--- src/design/dl_pkg.sv ---
// Shared types, token codes and keyword tables for the Datalog lexer.
package dl_pkg;

  localparam int LINE_WIDTH_DEF   = 16;
  localparam int LENGTH_WIDTH_DEF = 12;
  localparam int KIND_WIDTH       = 5;
  localparam int QUEUE_DEPTH      = 4;
  localparam int QPTR_W           = $clog2(QUEUE_DEPTH);

  // Token kinds.
  localparam logic [KIND_WIDTH-1:0] K_COMMA     = 5'd0;
  localparam logic [KIND_WIDTH-1:0] K_PERIOD    = 5'd1;
  localparam logic [KIND_WIDTH-1:0] K_QMARK     = 5'd2;
  localparam logic [KIND_WIDTH-1:0] K_LPAREN    = 5'd3;
  localparam logic [KIND_WIDTH-1:0] K_RPAREN    = 5'd4;
  localparam logic [KIND_WIDTH-1:0] K_COLON     = 5'd5;
  localparam logic [KIND_WIDTH-1:0] K_COLONDASH = 5'd6;
  localparam logic [KIND_WIDTH-1:0] K_MUL       = 5'd7;
  localparam logic [KIND_WIDTH-1:0] K_ADD       = 5'd8;
  localparam logic [KIND_WIDTH-1:0] K_KW0       = 5'd9;
  localparam logic [KIND_WIDTH-1:0] K_ID        = 5'd13;
  localparam logic [KIND_WIDTH-1:0] K_STRING    = 5'd14;
  localparam logic [KIND_WIDTH-1:0] K_COMMENT   = 5'd15;
  localparam logic [KIND_WIDTH-1:0] K_UNDEF     = 5'd16;
  localparam logic [KIND_WIDTH-1:0] K_EOF       = 5'd17;

  // Byte categories produced by the front end.
  localparam logic [3:0] C_PUNCT   = 4'd0;
  localparam logic [3:0] C_COLON   = 4'd1;
  localparam logic [3:0] C_QUOTE   = 4'd2;
  localparam logic [3:0] C_HASH    = 4'd3;
  localparam logic [3:0] C_NEWLINE = 4'd4;
  localparam logic [3:0] C_SPACE   = 4'd5;
  localparam logic [3:0] C_ALPHA   = 4'd6;
  localparam logic [3:0] C_DIGIT   = 4'd7;
  localparam logic [3:0] C_OTHER   = 4'd8;

  // Scanner modes.
  localparam logic [3:0] M_IDLE     = 4'd0;
  localparam logic [3:0] M_COLON    = 4'd1;
  localparam logic [3:0] M_ID       = 4'd2;
  localparam logic [3:0] M_STR      = 4'd3;
  localparam logic [3:0] M_STRQ     = 4'd4;
  localparam logic [3:0] M_HASH     = 4'd5;
  localparam logic [3:0] M_LINE     = 4'd6;
  localparam logic [3:0] M_BLOCK    = 4'd7;
  localparam logic [3:0] M_BLOCKBAR = 4'd8;

  typedef struct packed {
    logic                  eoi;
    logic [7:0]            ch;
    logic [3:0]            cat;
    logic [KIND_WIDTH-1:0] punct;
    logic                  dash;
    logic                  bar;
  } item_t;

  // Keyword text, first character in the top byte, shorter words padded at the end.
  localparam logic [3:0][55:0] KW_TEXT = {"Queries", {"Rules", 16'h0000},
                                          {"Facts", 16'h0000}, "Schemes"};
  localparam logic [3:0][2:0]  KW_LEN  = {3'd7, 3'd5, 3'd5, 3'd7};

  // Drops every keyword that does not have ch at position pos.
  function automatic logic [3:0] kw_narrow(input logic [3:0] cands, input logic [7:0] ch,
                                           input logic in_range, input logic [2:0] pos);
    logic [3:0] r;
    r = '0;
    for (int k = 0; k < 4; k++) begin
      if (cands[k] && in_range && (pos < KW_LEN[k])) begin
        r[k] = (KW_TEXT[k][(55 - 8 * int'(pos)) -: 8] == ch);
      end
    end
    return r;
  endfunction

endpackage

--- src/design/dl_front.sv ---
// Front end: input handshake and byte classification into queue items.
module dl_front (
  input  logic          in_valid,
  output logic          in_ready,
  input  logic [7:0]    in_byte,
  input  logic          in_end_of_input,
  input  logic          q_full,
  output logic          q_push,
  output dl_pkg::item_t q_item
);

  assign in_ready = !q_full;
  assign q_push   = in_valid && !q_full;

  always_comb begin
    q_item.eoi   = in_end_of_input;
    q_item.ch    = in_byte;
    q_item.dash  = (in_byte == "-");
    q_item.bar   = (in_byte == "|");
    q_item.punct = dl_pkg::K_COMMA;
    q_item.cat   = dl_pkg::C_OTHER;
    unique case (in_byte) inside
      ",": begin
        q_item.cat = dl_pkg::C_PUNCT;
      end
      ".": begin
        q_item.cat   = dl_pkg::C_PUNCT;
        q_item.punct = dl_pkg::K_PERIOD;
      end
      "?": begin
        q_item.cat   = dl_pkg::C_PUNCT;
        q_item.punct = dl_pkg::K_QMARK;
      end
      "(": begin
        q_item.cat   = dl_pkg::C_PUNCT;
        q_item.punct = dl_pkg::K_LPAREN;
      end
      ")": begin
        q_item.cat   = dl_pkg::C_PUNCT;
        q_item.punct = dl_pkg::K_RPAREN;
      end
      "*": begin
        q_item.cat   = dl_pkg::C_PUNCT;
        q_item.punct = dl_pkg::K_MUL;
      end
      "+": begin
        q_item.cat   = dl_pkg::C_PUNCT;
        q_item.punct = dl_pkg::K_ADD;
      end
      ":":     q_item.cat = dl_pkg::C_COLON;
      8'h27:   q_item.cat = dl_pkg::C_QUOTE;
      "#":     q_item.cat = dl_pkg::C_HASH;
      8'h0A:   q_item.cat = dl_pkg::C_NEWLINE;
      8'h20, 8'h09, 8'h0B, 8'h0C, 8'h0D: q_item.cat = dl_pkg::C_SPACE;
      [8'h41:8'h5A], [8'h61:8'h7A]:      q_item.cat = dl_pkg::C_ALPHA;
      [8'h30:8'h39]:                     q_item.cat = dl_pkg::C_DIGIT;
      default: q_item.cat = dl_pkg::C_OTHER;
    endcase
  end

endmodule

--- src/design/dl_fifo.sv ---
// Short queue of classified items between the front end and the scanner.
module dl_fifo (
  input  logic          clk,
  input  logic          rst_n,
  input  logic          push,
  input  dl_pkg::item_t wr_item,
  output logic          full,
  input  logic          pop,
  output dl_pkg::item_t rd_item,
  output logic          not_empty
);

  dl_pkg::item_t                mem_r [dl_pkg::QUEUE_DEPTH];
  logic [dl_pkg::QPTR_W-1:0]    wr_ptr_r, wr_ptr_nxt;
  logic [dl_pkg::QPTR_W-1:0]    rd_ptr_r, rd_ptr_nxt;
  logic [dl_pkg::QPTR_W:0]      count_r, count_nxt;

  assign full      = (count_r == (dl_pkg::QPTR_W + 1)'(dl_pkg::QUEUE_DEPTH));
  assign not_empty = (count_r != '0);
  assign rd_item   = mem_r[rd_ptr_r];

  always_comb begin
    wr_ptr_nxt = push ? wr_ptr_r + 1'b1 : wr_ptr_r;
    rd_ptr_nxt = pop ? rd_ptr_r + 1'b1 : rd_ptr_r;
    count_nxt  = count_r;
    if (push && !pop) begin
      count_nxt = count_r + 1'b1;
    end else if (pop && !push) begin
      count_nxt = count_r - 1'b1;
    end
  end

  always_ff @(posedge clk) begin
    if (!rst_n) begin
      wr_ptr_r <= '0;
      rd_ptr_r <= '0;
      count_r  <= '0;
    end else begin
      wr_ptr_r <= wr_ptr_nxt;
      rd_ptr_r <= rd_ptr_nxt;
      count_r  <= count_nxt;
    end
  end

  always_ff @(posedge clk) begin
    if (push) begin
      mem_r[wr_ptr_r] <= wr_item;
    end
  end

  a_count_bound: assert property (@(posedge clk) disable iff (!rst_n)
    count_r <= (dl_pkg::QPTR_W + 1)'(dl_pkg::QUEUE_DEPTH))
    else $error("queue count beyond depth");

  a_no_overflow: assert property (@(posedge clk) disable iff (!rst_n)
    push |-> !full)
    else $error("push into a full queue");

  a_no_underflow: assert property (@(posedge clk) disable iff (!rst_n)
    pop |-> not_empty)
    else $error("pop from an empty queue");

endmodule

--- src/design/dl_back.sv ---
// Back end: scanner state, token generation and the output register.
module dl_back #(
  parameter int LINE_WIDTH   = dl_pkg::LINE_WIDTH_DEF,
  parameter int LENGTH_WIDTH = dl_pkg::LENGTH_WIDTH_DEF
) (
  input  logic                          clk,
  input  logic                          rst_n,
  input  dl_pkg::item_t                 item,
  input  logic                          item_valid,
  output logic                          pop,
  output logic                          out_valid,
  input  logic                          out_ready,
  output logic [dl_pkg::KIND_WIDTH-1:0] out_token_kind,
  output logic [LINE_WIDTH-1:0]         out_token_line,
  output logic [LENGTH_WIDTH-1:0]       out_token_length,
  output logic                          out_last_of_run
);

  localparam int KW = dl_pkg::KIND_WIDTH;
  localparam logic [LINE_WIDTH-1:0]   LINE_MAX = '1;
  localparam logic [LENGTH_WIDTH-1:0] LEN_MAX  = '1;
  localparam logic [LENGTH_WIDTH-1:0] LEN_ONE  = LENGTH_WIDTH'(1);
  localparam logic [LENGTH_WIDTH-1:0] LEN_TWO  = LENGTH_WIDTH'(2);
  localparam logic [LENGTH_WIDTH-1:0] LEN_KW   = LENGTH_WIDTH'(7);

  logic [3:0]              mode_r, mode_nxt;
  logic [LINE_WIDTH-1:0]   line_r, line_nxt;
  logic [LINE_WIDTH-1:0]   start_r, start_nxt;
  logic [LENGTH_WIDTH-1:0] len_r, len_nxt;
  logic [3:0]              cand_r, cand_nxt;
  logic                    ended_r, ended_nxt;
  logic                    phase_r, phase_nxt;

  logic                    out_valid_r, out_valid_nxt;
  logic [KW-1:0]           out_kind_r, out_kind_nxt;
  logic [LINE_WIDTH-1:0]   out_line_r, out_line_nxt;
  logic [LENGTH_WIDTH-1:0] out_len_r, out_len_nxt;
  logic                    out_last_r, out_last_nxt;

  logic [LINE_WIDTH-1:0]   line_sat;
  logic [LENGTH_WIDTH-1:0] len_sat;
  logic [KW-1:0]           id_kind;
  logic [3:0]              narrowed;
  logic                    is_alnum;

  // Effect of a byte seen from the idle mode.
  logic                    ib_emit;
  logic [KW-1:0]           ib_kind;
  logic [3:0]              ib_mode;
  logic                    ib_begin;
  logic [3:0]              ib_cand;
  logic                    ib_line_inc;

  logic                    a_v, b_v, do_idle;
  logic [KW-1:0]           a_kind, b_kind;
  logic [LINE_WIDTH-1:0]   a_line, b_line;
  logic [LENGTH_WIDTH-1:0] a_len, b_len;
  logic                    two, any, out_free, out_load;

  assign line_sat = (line_r == LINE_MAX) ? line_r : line_r + 1'b1;
  assign len_sat  = (len_r == LEN_MAX) ? len_r : len_r + 1'b1;
  assign is_alnum = (item.cat == dl_pkg::C_ALPHA) || (item.cat == dl_pkg::C_DIGIT);
  assign narrowed = dl_pkg::kw_narrow(cand_r, item.ch, len_r < LEN_KW, len_r[2:0]);

  // The lowest numbered keyword that still matches at full length wins.
  always_comb begin
    id_kind = dl_pkg::K_ID;
    for (int k = 3; k >= 0; k--) begin
      if (cand_r[k] && (len_r == LENGTH_WIDTH'(dl_pkg::KW_LEN[k]))) begin
        id_kind = dl_pkg::K_KW0 + KW'(k);
      end
    end
  end

  always_comb begin
    ib_emit     = 1'b0;
    ib_kind     = dl_pkg::K_UNDEF;
    ib_mode     = dl_pkg::M_IDLE;
    ib_begin    = 1'b0;
    ib_cand     = 4'hF;
    ib_line_inc = 1'b0;
    unique case (item.cat)
      dl_pkg::C_PUNCT: begin
        ib_emit = 1'b1;
        ib_kind = item.punct;
      end
      dl_pkg::C_COLON: begin
        ib_mode  = dl_pkg::M_COLON;
        ib_begin = 1'b1;
      end
      dl_pkg::C_QUOTE: begin
        ib_mode  = dl_pkg::M_STR;
        ib_begin = 1'b1;
      end
      dl_pkg::C_HASH: begin
        ib_mode  = dl_pkg::M_HASH;
        ib_begin = 1'b1;
      end
      dl_pkg::C_NEWLINE: ib_line_inc = 1'b1;
      dl_pkg::C_SPACE: begin
      end
      dl_pkg::C_ALPHA: begin
        ib_mode  = dl_pkg::M_ID;
        ib_begin = 1'b1;
        ib_cand  = dl_pkg::kw_narrow(4'hF, item.ch, 1'b1, 3'd0);
      end
      default: ib_emit = 1'b1;
    endcase
  end

  // Token a flushes the pending token; token b belongs to the byte itself or is the end token.
  always_comb begin
    mode_nxt  = mode_r;
    line_nxt  = line_r;
    start_nxt = start_r;
    len_nxt   = len_r;
    cand_nxt  = cand_r;
    ended_nxt = ended_r;
    a_v       = 1'b0;
    a_kind    = dl_pkg::K_ID;
    a_line    = start_r;
    a_len     = len_r;
    b_v       = 1'b0;
    b_kind    = dl_pkg::K_UNDEF;
    b_line    = line_r;
    b_len     = LEN_ONE;
    do_idle   = 1'b0;
    if (ended_r) begin
      // Everything after the end token is dropped.
    end else if (item.eoi) begin
      unique case (mode_r)
        dl_pkg::M_COLON: begin
          a_v    = 1'b1;
          a_kind = dl_pkg::K_COLON;
        end
        dl_pkg::M_ID: begin
          a_v    = 1'b1;
          a_kind = id_kind;
        end
        dl_pkg::M_STRQ: begin
          a_v    = 1'b1;
          a_kind = dl_pkg::K_STRING;
        end
        dl_pkg::M_HASH, dl_pkg::M_LINE: begin
          a_v    = 1'b1;
          a_kind = dl_pkg::K_COMMENT;
        end
        dl_pkg::M_STR, dl_pkg::M_BLOCK, dl_pkg::M_BLOCKBAR: begin
          a_v    = 1'b1;
          a_kind = dl_pkg::K_UNDEF;
        end
        default: a_v = 1'b0;
      endcase
      b_v       = 1'b1;
      b_kind    = dl_pkg::K_EOF;
      b_len     = '0;
      mode_nxt  = dl_pkg::M_IDLE;
      cand_nxt  = 4'hF;
      ended_nxt = 1'b1;
    end else begin
      unique case (mode_r)
        dl_pkg::M_COLON: begin
          a_v = 1'b1;
          if (item.dash) begin
            a_kind   = dl_pkg::K_COLONDASH;
            a_len    = LEN_TWO;
            mode_nxt = dl_pkg::M_IDLE;
            cand_nxt = 4'hF;
          end else begin
            a_kind  = dl_pkg::K_COLON;
            do_idle = 1'b1;
          end
        end
        dl_pkg::M_ID: begin
          if (is_alnum) begin
            cand_nxt = narrowed;
            len_nxt  = len_sat;
          end else begin
            a_v     = 1'b1;
            a_kind  = id_kind;
            do_idle = 1'b1;
          end
        end
        dl_pkg::M_STR: begin
          len_nxt = len_sat;
          if (item.cat == dl_pkg::C_NEWLINE) begin
            line_nxt = line_sat;
          end else if (item.cat == dl_pkg::C_QUOTE) begin
            mode_nxt = dl_pkg::M_STRQ;
          end
        end
        dl_pkg::M_STRQ: begin
          if (item.cat == dl_pkg::C_QUOTE) begin
            len_nxt  = len_sat;
            mode_nxt = dl_pkg::M_STR;
          end else begin
            a_v     = 1'b1;
            a_kind  = dl_pkg::K_STRING;
            do_idle = 1'b1;
          end
        end
        dl_pkg::M_HASH, dl_pkg::M_LINE: begin
          if (item.cat == dl_pkg::C_NEWLINE) begin
            a_v      = 1'b1;
            a_kind   = dl_pkg::K_COMMENT;
            line_nxt = line_sat;
            mode_nxt = dl_pkg::M_IDLE;
            cand_nxt = 4'hF;
          end else begin
            len_nxt  = len_sat;
            mode_nxt = ((mode_r == dl_pkg::M_HASH) && item.bar) ? dl_pkg::M_BLOCK
                                                                 : dl_pkg::M_LINE;
          end
        end
        dl_pkg::M_BLOCK, dl_pkg::M_BLOCKBAR: begin
          len_nxt = len_sat;
          if ((mode_r == dl_pkg::M_BLOCKBAR) && (item.cat == dl_pkg::C_HASH)) begin
            a_v      = 1'b1;
            a_kind   = dl_pkg::K_COMMENT;
            a_len    = len_sat;
            mode_nxt = dl_pkg::M_IDLE;
            cand_nxt = 4'hF;
          end else begin
            if (item.cat == dl_pkg::C_NEWLINE) begin
              line_nxt = line_sat;
            end
            mode_nxt = item.bar ? dl_pkg::M_BLOCKBAR : dl_pkg::M_BLOCK;
          end
        end
        default: do_idle = 1'b1;
      endcase
      if (do_idle) begin
        mode_nxt = ib_mode;
        cand_nxt = ib_cand;
        b_v      = ib_emit;
        b_kind   = ib_kind;
        if (ib_begin) begin
          start_nxt = line_r;
          len_nxt   = LEN_ONE;
        end
        if (ib_line_inc) begin
          line_nxt = line_sat;
        end
      end
    end
  end

  assign two      = a_v && b_v;
  assign any      = a_v || b_v;
  assign out_free = !out_valid_r || out_ready;

  // An item with two tokens holds the queue head until its second token is loaded into the output register.
  always_comb begin
    pop          = 1'b0;
    out_load     = 1'b0;
    phase_nxt    = phase_r;
    out_kind_nxt = out_kind_r;
    out_line_nxt = out_line_r;
    out_len_nxt  = out_len_r;
    out_last_nxt = out_last_r;
    if (item_valid) begin
      if (!any) begin
        pop = 1'b1;
      end else if (out_free) begin
        out_load = 1'b1;
        if (two && !phase_r) begin
          out_kind_nxt = a_kind;
          out_line_nxt = a_line;
          out_len_nxt  = a_len;
          out_last_nxt = 1'b0;
          phase_nxt    = 1'b1;
        end else if (two) begin
          out_kind_nxt = b_kind;
          out_line_nxt = b_line;
          out_len_nxt  = b_len;
          out_last_nxt = 1'b1;
          phase_nxt    = 1'b0;
          pop          = 1'b1;
        end else begin
          out_kind_nxt = a_v ? a_kind : b_kind;
          out_line_nxt = a_v ? a_line : b_line;
          out_len_nxt  = a_v ? a_len : b_len;
          out_last_nxt = 1'b1;
          pop          = 1'b1;
        end
      end
    end
    out_valid_nxt = out_load ? 1'b1 : (out_ready ? 1'b0 : out_valid_r);
  end

  always_ff @(posedge clk) begin
    if (!rst_n) begin
      mode_r      <= dl_pkg::M_IDLE;
      line_r      <= LINE_WIDTH'(1);
      start_r     <= '0;
      len_r       <= '0;
      cand_r      <= 4'hF;
      ended_r     <= 1'b0;
      phase_r     <= 1'b0;
      out_valid_r <= 1'b0;
    end else begin
      if (pop) begin
        mode_r  <= mode_nxt;
        line_r  <= line_nxt;
        start_r <= start_nxt;
        len_r   <= len_nxt;
        cand_r  <= cand_nxt;
        ended_r <= ended_nxt;
      end
      phase_r     <= phase_nxt;
      out_valid_r <= out_valid_nxt;
    end
  end

  always_ff @(posedge clk) begin
    out_kind_r <= out_kind_nxt;
    out_line_r <= out_line_nxt;
    out_len_r  <= out_len_nxt;
    out_last_r <= out_last_nxt;
  end

  assign out_valid        = out_valid_r;
  assign out_token_kind   = out_kind_r;
  assign out_token_line   = out_line_r;
  assign out_token_length = out_len_r;
  assign out_last_of_run  = out_last_r;

  a_split_holds_head: assert property (@(posedge clk) disable iff (!rst_n)
    phase_r |-> item_valid)
    else $error("second token pending without a queued item");

  a_ended_sticky: assert property (@(posedge clk) disable iff (!rst_n)
    ended_r |=> ended_r)
    else $error("end state left without reset");

  a_silent_after_end: assert property (@(posedge clk) disable iff (!rst_n)
    ended_r |-> !out_load)
    else $error("token produced after the end token");

  a_line_nonzero: assert property (@(posedge clk) disable iff (!rst_n)
    line_r != '0)
    else $error("line count wrapped to zero");

endmodule

--- src/design/datalog_lexer.sv ---
// Datalog lexer top level: front end, item queue and scanner back end.
// Takes one source byte per transaction (or an end marker) and returns Datalog tokens with
// their kind, start line and length, last_of_run marking the final token of each byte. A
// byte that produces no token or one token is taken every clock cycle unless output stalls;
// a byte that first flushes a pending token and then yields its own, or the end marker
// with a pending token, holds the scanner until both tokens have left through the one
// output register. A four-entry queue between the classifier and the scanner absorbs
// these holds and output stalls. The first token of a byte is presented only after the
// byte has passed through the queue and then the output register.
module datalog_lexer #(
  parameter int LINE_WIDTH   = dl_pkg::LINE_WIDTH_DEF,
  parameter int LENGTH_WIDTH = dl_pkg::LENGTH_WIDTH_DEF
) (
  input  logic                          clk,
  input  logic                          rst_n,
  input  logic                          in_valid,
  output logic                          in_ready,
  input  logic [7:0]                    in_byte,
  input  logic                          in_end_of_input,
  output logic                          out_valid,
  input  logic                          out_ready,
  output logic [dl_pkg::KIND_WIDTH-1:0] out_token_kind,
  output logic [LINE_WIDTH-1:0]         out_token_line,
  output logic [LENGTH_WIDTH-1:0]       out_token_length,
  output logic                          out_last_of_run
);

  logic          q_full, q_push, q_pop, q_not_empty;
  dl_pkg::item_t q_wr_item, q_rd_item;

  dl_front u_front (
    .in_valid        (in_valid),
    .in_ready        (in_ready),
    .in_byte         (in_byte),
    .in_end_of_input (in_end_of_input),
    .q_full          (q_full),
    .q_push          (q_push),
    .q_item          (q_wr_item)
  );

  dl_fifo u_fifo (
    .clk       (clk),
    .rst_n     (rst_n),
    .push      (q_push),
    .wr_item   (q_wr_item),
    .full      (q_full),
    .pop       (q_pop),
    .rd_item   (q_rd_item),
    .not_empty (q_not_empty)
  );

  dl_back #(
    .LINE_WIDTH   (LINE_WIDTH),
    .LENGTH_WIDTH (LENGTH_WIDTH)
  ) u_back (
    .clk              (clk),
    .rst_n            (rst_n),
    .item             (q_rd_item),
    .item_valid       (q_not_empty),
    .pop              (q_pop),
    .out_valid        (out_valid),
    .out_ready        (out_ready),
    .out_token_kind   (out_token_kind),
    .out_token_line   (out_token_line),
    .out_token_length (out_token_length),
    .out_last_of_run  (out_last_of_run)
  );

endmodule
--- config.mk ---
export PLATFORM = sky130hd
export DESIGN_NAME = datalog_lexer
export DESIGN_NICKNAME = d
export VERILOG_FILES = /design/src/design/dl_pkg.sv /design/src/design/dl_front.sv /design/src/design/dl_fifo.sv /design/src/design/dl_back.sv /design/src/design/datalog_lexer.sv
export SDC_FILE = /design/constraint.sdc
export NUM_CORES = 1
export LEC_CHECK = 0
export BUFFER_PORTS_ARGS = -buffer_cell sky130_fd_sc_hd__buf_2
export CAP_MARGIN = 20
export CORE_UTILIZATION = 55
export DETAILED_ROUTE_END_ITERATION = 8
export GPL_TIMING_DRIVEN = 1
export PLACE_DENSITY = 0.73
export SLEW_MARGIN = 20
export SYNTH_ARGS = -nofsm -noshare
export SYNTH_HDL_FRONTEND = slang
export SYNTH_HIERARCHICAL = 1
export SYNTH_SLANG_ARGS = --single-unit
--- constraint.sdc ---
create_clock -name clk -period 5 [get_ports clk]
set_clock_uncertainty 0.05 [all_clocks]
set_input_delay 1 -clock clk [delete_from_list [all_inputs] [get_ports clk]]
set_output_delay 1 -clock clk [all_outputs]
set_load 0.005 [all_outputs]
==> run_results.csv <==
group,metric,value,unit
clocking,cts_post_setup_buffers_inserted,0,
place,post-dp-hpwl,14000,um
grt,grtUsageTotal,24.4,%
power_and_ir_drop,ir_drop,0.261,mV
synth,portion_of_synthesized_cell_area_occupied_by_the_leading_cell_type,35.5,%
grt,grt_max_degree,40,
sta,max_freq,0.224,GHz
route,drc,0,
cells_and_area,antenna_cells,0,
route,routed-via-count,7118,
synth,ys_warn_count,6,
sta,final.setup.tns,0,ns
route,drt-total-wl,21100,um
grt,grt_pass1_vias,6598,
floorplanning,die_area,18000,sq um
sta,grt_setup_unrepaired,"false",
synth,netlist_area,9630,sq um
synth,synth.distinct_cells,91,
clocking,cts_tree,"done",
route,wire_per_inst,18.5,um
clocking,post_cts_resized,0,
synth,synth_fa_ha_area_share,1.48,%
synth,synth-main-ff-cell,"sky130_fd_sc_hd__edfxtp_1",
synth,synthXorXnorAreaFrac,2.64,%
synth,postSynthNetCount,924,
critical_path,worstSetupPathType,"reg2reg",
critical_path,worst_r2r_endpoint,"u_fifo/count_r[2]$_SDFFE_PN0P_",
synth,async_reset_ff_share,0,%
sta,worstMarginPinSlew,1.08,ns
synth,synth_top_cell_by_area,"sky130_fd_sc_hd__edfxtp_1",
sta,finalHoldViolations,0,
power_and_ir_drop,power_density_over_the_cells,493,nW/um^2
place,port_buffers,48,
synth,muxShareOfSynthArea,9.98,%
clocking,holdBufCountCts,0,
cells_and_area,area.growth.synth_to_final,8.71,%
worst_hold_path,holdCritPathClass,"reg2reg",
grt,global_route.overflow_total,0,
critical_path,r2r_setup_slack,0.54,ns
route,antenna_left,0,
floorplanning,std_cell_core_area,17200,sq um
sta,finalWorstPathRequiredPeriod,4.46,ns
clocking,htree_num_levels,4,
grt,grt_pass1_wl,34500,um
floorplanning,die_width,134,um
synth,synth-seq-cells,178,
synth,synth-edff-count,114,
synth,syn_avg_cell_area,10.7,sq um
route,detailedRoute.firstPassIterationCount,6,
status,outcome,"finished, final reports clean",
cells_and_area,nets,928,
critical_path,startpoint_type,"flop",
worst_hold_path,timing.hold.worst.start,"u_back/a_line[6]$_SDFFE_PN0P_",
worst_hold_path,min_path_cells,2,
synth,synth_compound_area_share,13.7,%
synth,synth_top_family_by_area,"simple AND/OR/NAND/NOR gates",
floorplanning,ios,49,
clocking,cts.clk_slew.worst_paths,0.07,ns
critical_path,arrival,4.75,ns
floorplanning,die_y,134,um
clocking,tritoncts_buffers,17,
sta,max-slew-margin-rel,28.1,%
clocking,cts_sinks,178,
clocking,clk_path_buf_depth,2,
synth,synthTopCellsByArea,"sky130_fd_sc_hd__edfxtp_1 36%, sky130_fd_sc_hd__dfxtp_1 13%, sky130_fd_sc_hd__mux4_2 4.7%, sky130_fd_sc_hd__mux2i_1 3.4%, sky130_fd_sc_hd__nor2_1 3.2%",
critical_path,endpoint_kind,"flop",
synth,synth_simple_gate_area_share,18.3,%
sta,setup_viol_count_final,0,
critical_path,crit_fanout,13,
synth,synth-seq-area-share,48.8,%
sta,timing.final.max_slew_violations,0,
route,via_per_inst,6.23,
cells_and_area,utilization,61.0,%
place,gpl.final_weighted_congestion,0.940,
route,first_iter_violations,671,
clocking,clock-root-buffer,"sky130_fd_sc_hd__clkbuf_16",
sta,layout_worst_path_cycle_share,89.1,%
cells_and_area,post_route_cells_drive_above_1_share,17.0,%
grt,grt_antenna_before_repair,0,
synth,post_synth_inst_count,901,
worst_hold_path,holdPathEnd,"u_back/a_line[6]$_SDFFE_PN0P_",
critical_path,r2r.worst_path.cells,13,
cells_and_area,filler_cells,1414,
clocking,clk-insertion-delay-late,0.43,ns
power_and_ir_drop,power_leakage,3.71,nW
critical_path,worst-endpoint-required,5.30,ns
flow_run,max_cap_viol_count,0,
floorplanning,fp-row-count,48,
floorplanning,starting_density,56.1,%
## critical path, cell delays in order (launching register included)
cell,delay [ns]
sky130_fd_sc_hd__dfxtp_1,0.65
sky130_fd_sc_hd__mux4_2,0.70
sky130_fd_sc_hd__or4b_1,0.70
sky130_fd_sc_hd__nor3_2,0.31
sky130_fd_sc_hd__or4b_4,0.20
sky130_fd_sc_hd__o211ai_4,0.16
sky130_fd_sc_hd__and2_4,0.23
sky130_fd_sc_hd__inv_1,0.08
sky130_fd_sc_hd__ha_1,0.18
sky130_fd_sc_hd__inv_1,0.06
sky130_fd_sc_hd__fa_1,0.37
sky130_fd_sc_hd__xor2_1,0.17
sky130_fd_sc_hd__or3_1,0.31
sky130_fd_sc_hd__a21boi_0,0.20
## synthesized netlist by cell type (12+ instances only)
master and count:
sky130_fd_sc_hd__xnor2_1 17, sky130_fd_sc_hd__edfxtp_1 114, sky130_fd_sc_hd__o21ai_0 48, sky130_fd_sc_hd__nand2b_1 13, sky130_fd_sc_hd__clkbuf_1 34, sky130_fd_sc_hd__inv_1 20, sky130_fd_sc_hd__buf_2 16, sky130_fd_sc_hd__dfxtp_1 64
sky130_fd_sc_hd__mux2i_1 33, sky130_fd_sc_hd__nand2_1 55, sky130_fd_sc_hd__nand3_1 24, sky130_fd_sc_hd__nand4_1 12, sky130_fd_sc_hd__or3_1 16, sky130_fd_sc_hd__a21oi_1 53, sky130_fd_sc_hd__nor3_1 25, sky130_fd_sc_hd__nor2_1 81
sky130_fd_sc_hd__mux2_2 16, sky130_fd_sc_hd__xor2_1 12, sky130_fd_sc_hd__mux4_2 20, sky130_fd_sc_hd__and2_1 14, sky130_fd_sc_hd__buf_4 15, sky130_fd_sc_hd__nor2b_1 12
## through the flow
step	std cells	instance area (sq um)	hold slack (ns)	worst slack (ns)	power (mW)
6_report	1143	10500	0.444	0.544	5.17
5_1_grt	1143	10500	0.486	0.250	5.44
4_1_cts	1142	10400	0.449	0.507	5.14
3_5_place_dp	1110	9860	0.429	0.616	3.82
3_3_place_gp	1110	9860	0.422	0.706	3.80
2_1_floorplan	901	9630	0.410	0.430	3.37
## flip-flops by register name, summed over array words and instances (netlist names), named ones only
signal / flops
u_back/a_line: 16
u_back/b_line: 16
u_back/cand_r: 4
u_back/ended_r: 1
u_back/len_r: 12
u_back/mode_r: 4
u_back/out_last_of_run: 1
u_back/out_token_kind: 5
u_back/out_token_length: 12
u_back/out_token_line: 16
u_back/out_valid: 1
u_back/phase_r: 1
u_fifo/count_r: 3
u_fifo/mem_r: 80
u_fifo/rd_ptr_r: 2
u_fifo/wr_ptr_r: 2
## layout make-up
cell class	count	area (sq um)	share of cell area, %
clock buffers	20	478	4.56
clock inverters	12	110	1.05
inverters	22	82.6	0.789
multi-input cells	626	4470	42.6
flip-flops and latches	178	4700	44.9
well taps	225	282	2.69
repair buffers	60	350	3.35
## how the worst max path moves through the flow
stage	start	to	slack, ns
after floorplan	flop	u_back/out_last_of_run$_DFFE_PP_	0.43
after global placement	flop	u_fifo/count_r[2]$_SDFFE_PN0P_	0.71
after detailed placement	flop	u_fifo/count_r[2]$_SDFFE_PN0P_	0.62
after CTS	flop	u_fifo/count_r[2]$_SDFFE_PN0P_	0.51
after global routing	flop	u_fifo/count_r[2]$_SDFFE_PN0P_	0.25
final	flop	u_fifo/count_r[2]$_SDFFE_PN0P_	0.54
## cells in the final DEF (no fill, tap or decap), drive strengths merged, types with 15 or more instances in the layout
master and instances:
buf 60, nand3 26, and2 15, edfxtp 114, mux2i 33, nand2 55
inv 28, dfxtp 64, mux2 16, xnor2 17, mux4 20, nor3 26
a21oi 53, or3 16, o21ai 48, nor2 83, clkbuf 20
## report_power, final
group          leakage [nW]  switching (mW)  internal, mW  total, mW
sequential             1.58           0.119          1.89       2.01
clock                 0.296           0.598         0.713       1.31
combinational          1.83            1.12         0.726       1.85
total                  3.71            1.84          3.33       5.17
## metal layers
| metal | up-vias | GRT usage, % | part of all wire (%) |
|---|---|---|---|
| met5 | - | 0 | 0 |
| li1 | 3399 | - | - |
| met1 | 3441 | 33.1 | 45 |
| met4 | 0 | 6.62 | 1.4 |
| met2 | 253 | 40.6 | 49 |
| met3 | 25 | 4.04 | 5.2 |
## cells by family (layout without fill, tap and decap cells)
| group | Yosys count | after routing |
|---|---|---|
| simple gates | 319 | 319 |
| fa+ha+maj | 11 | 11 |
| mux | 69 | 69 |
| flops | 178 | 178 |
| xor+xnor | 29 | 29 |
| compound gates | 197 | 197 |
| other cells | 1 | 1 |
| buf+inv | 97 | 114 |
Power figures use the tool's default switching activity.
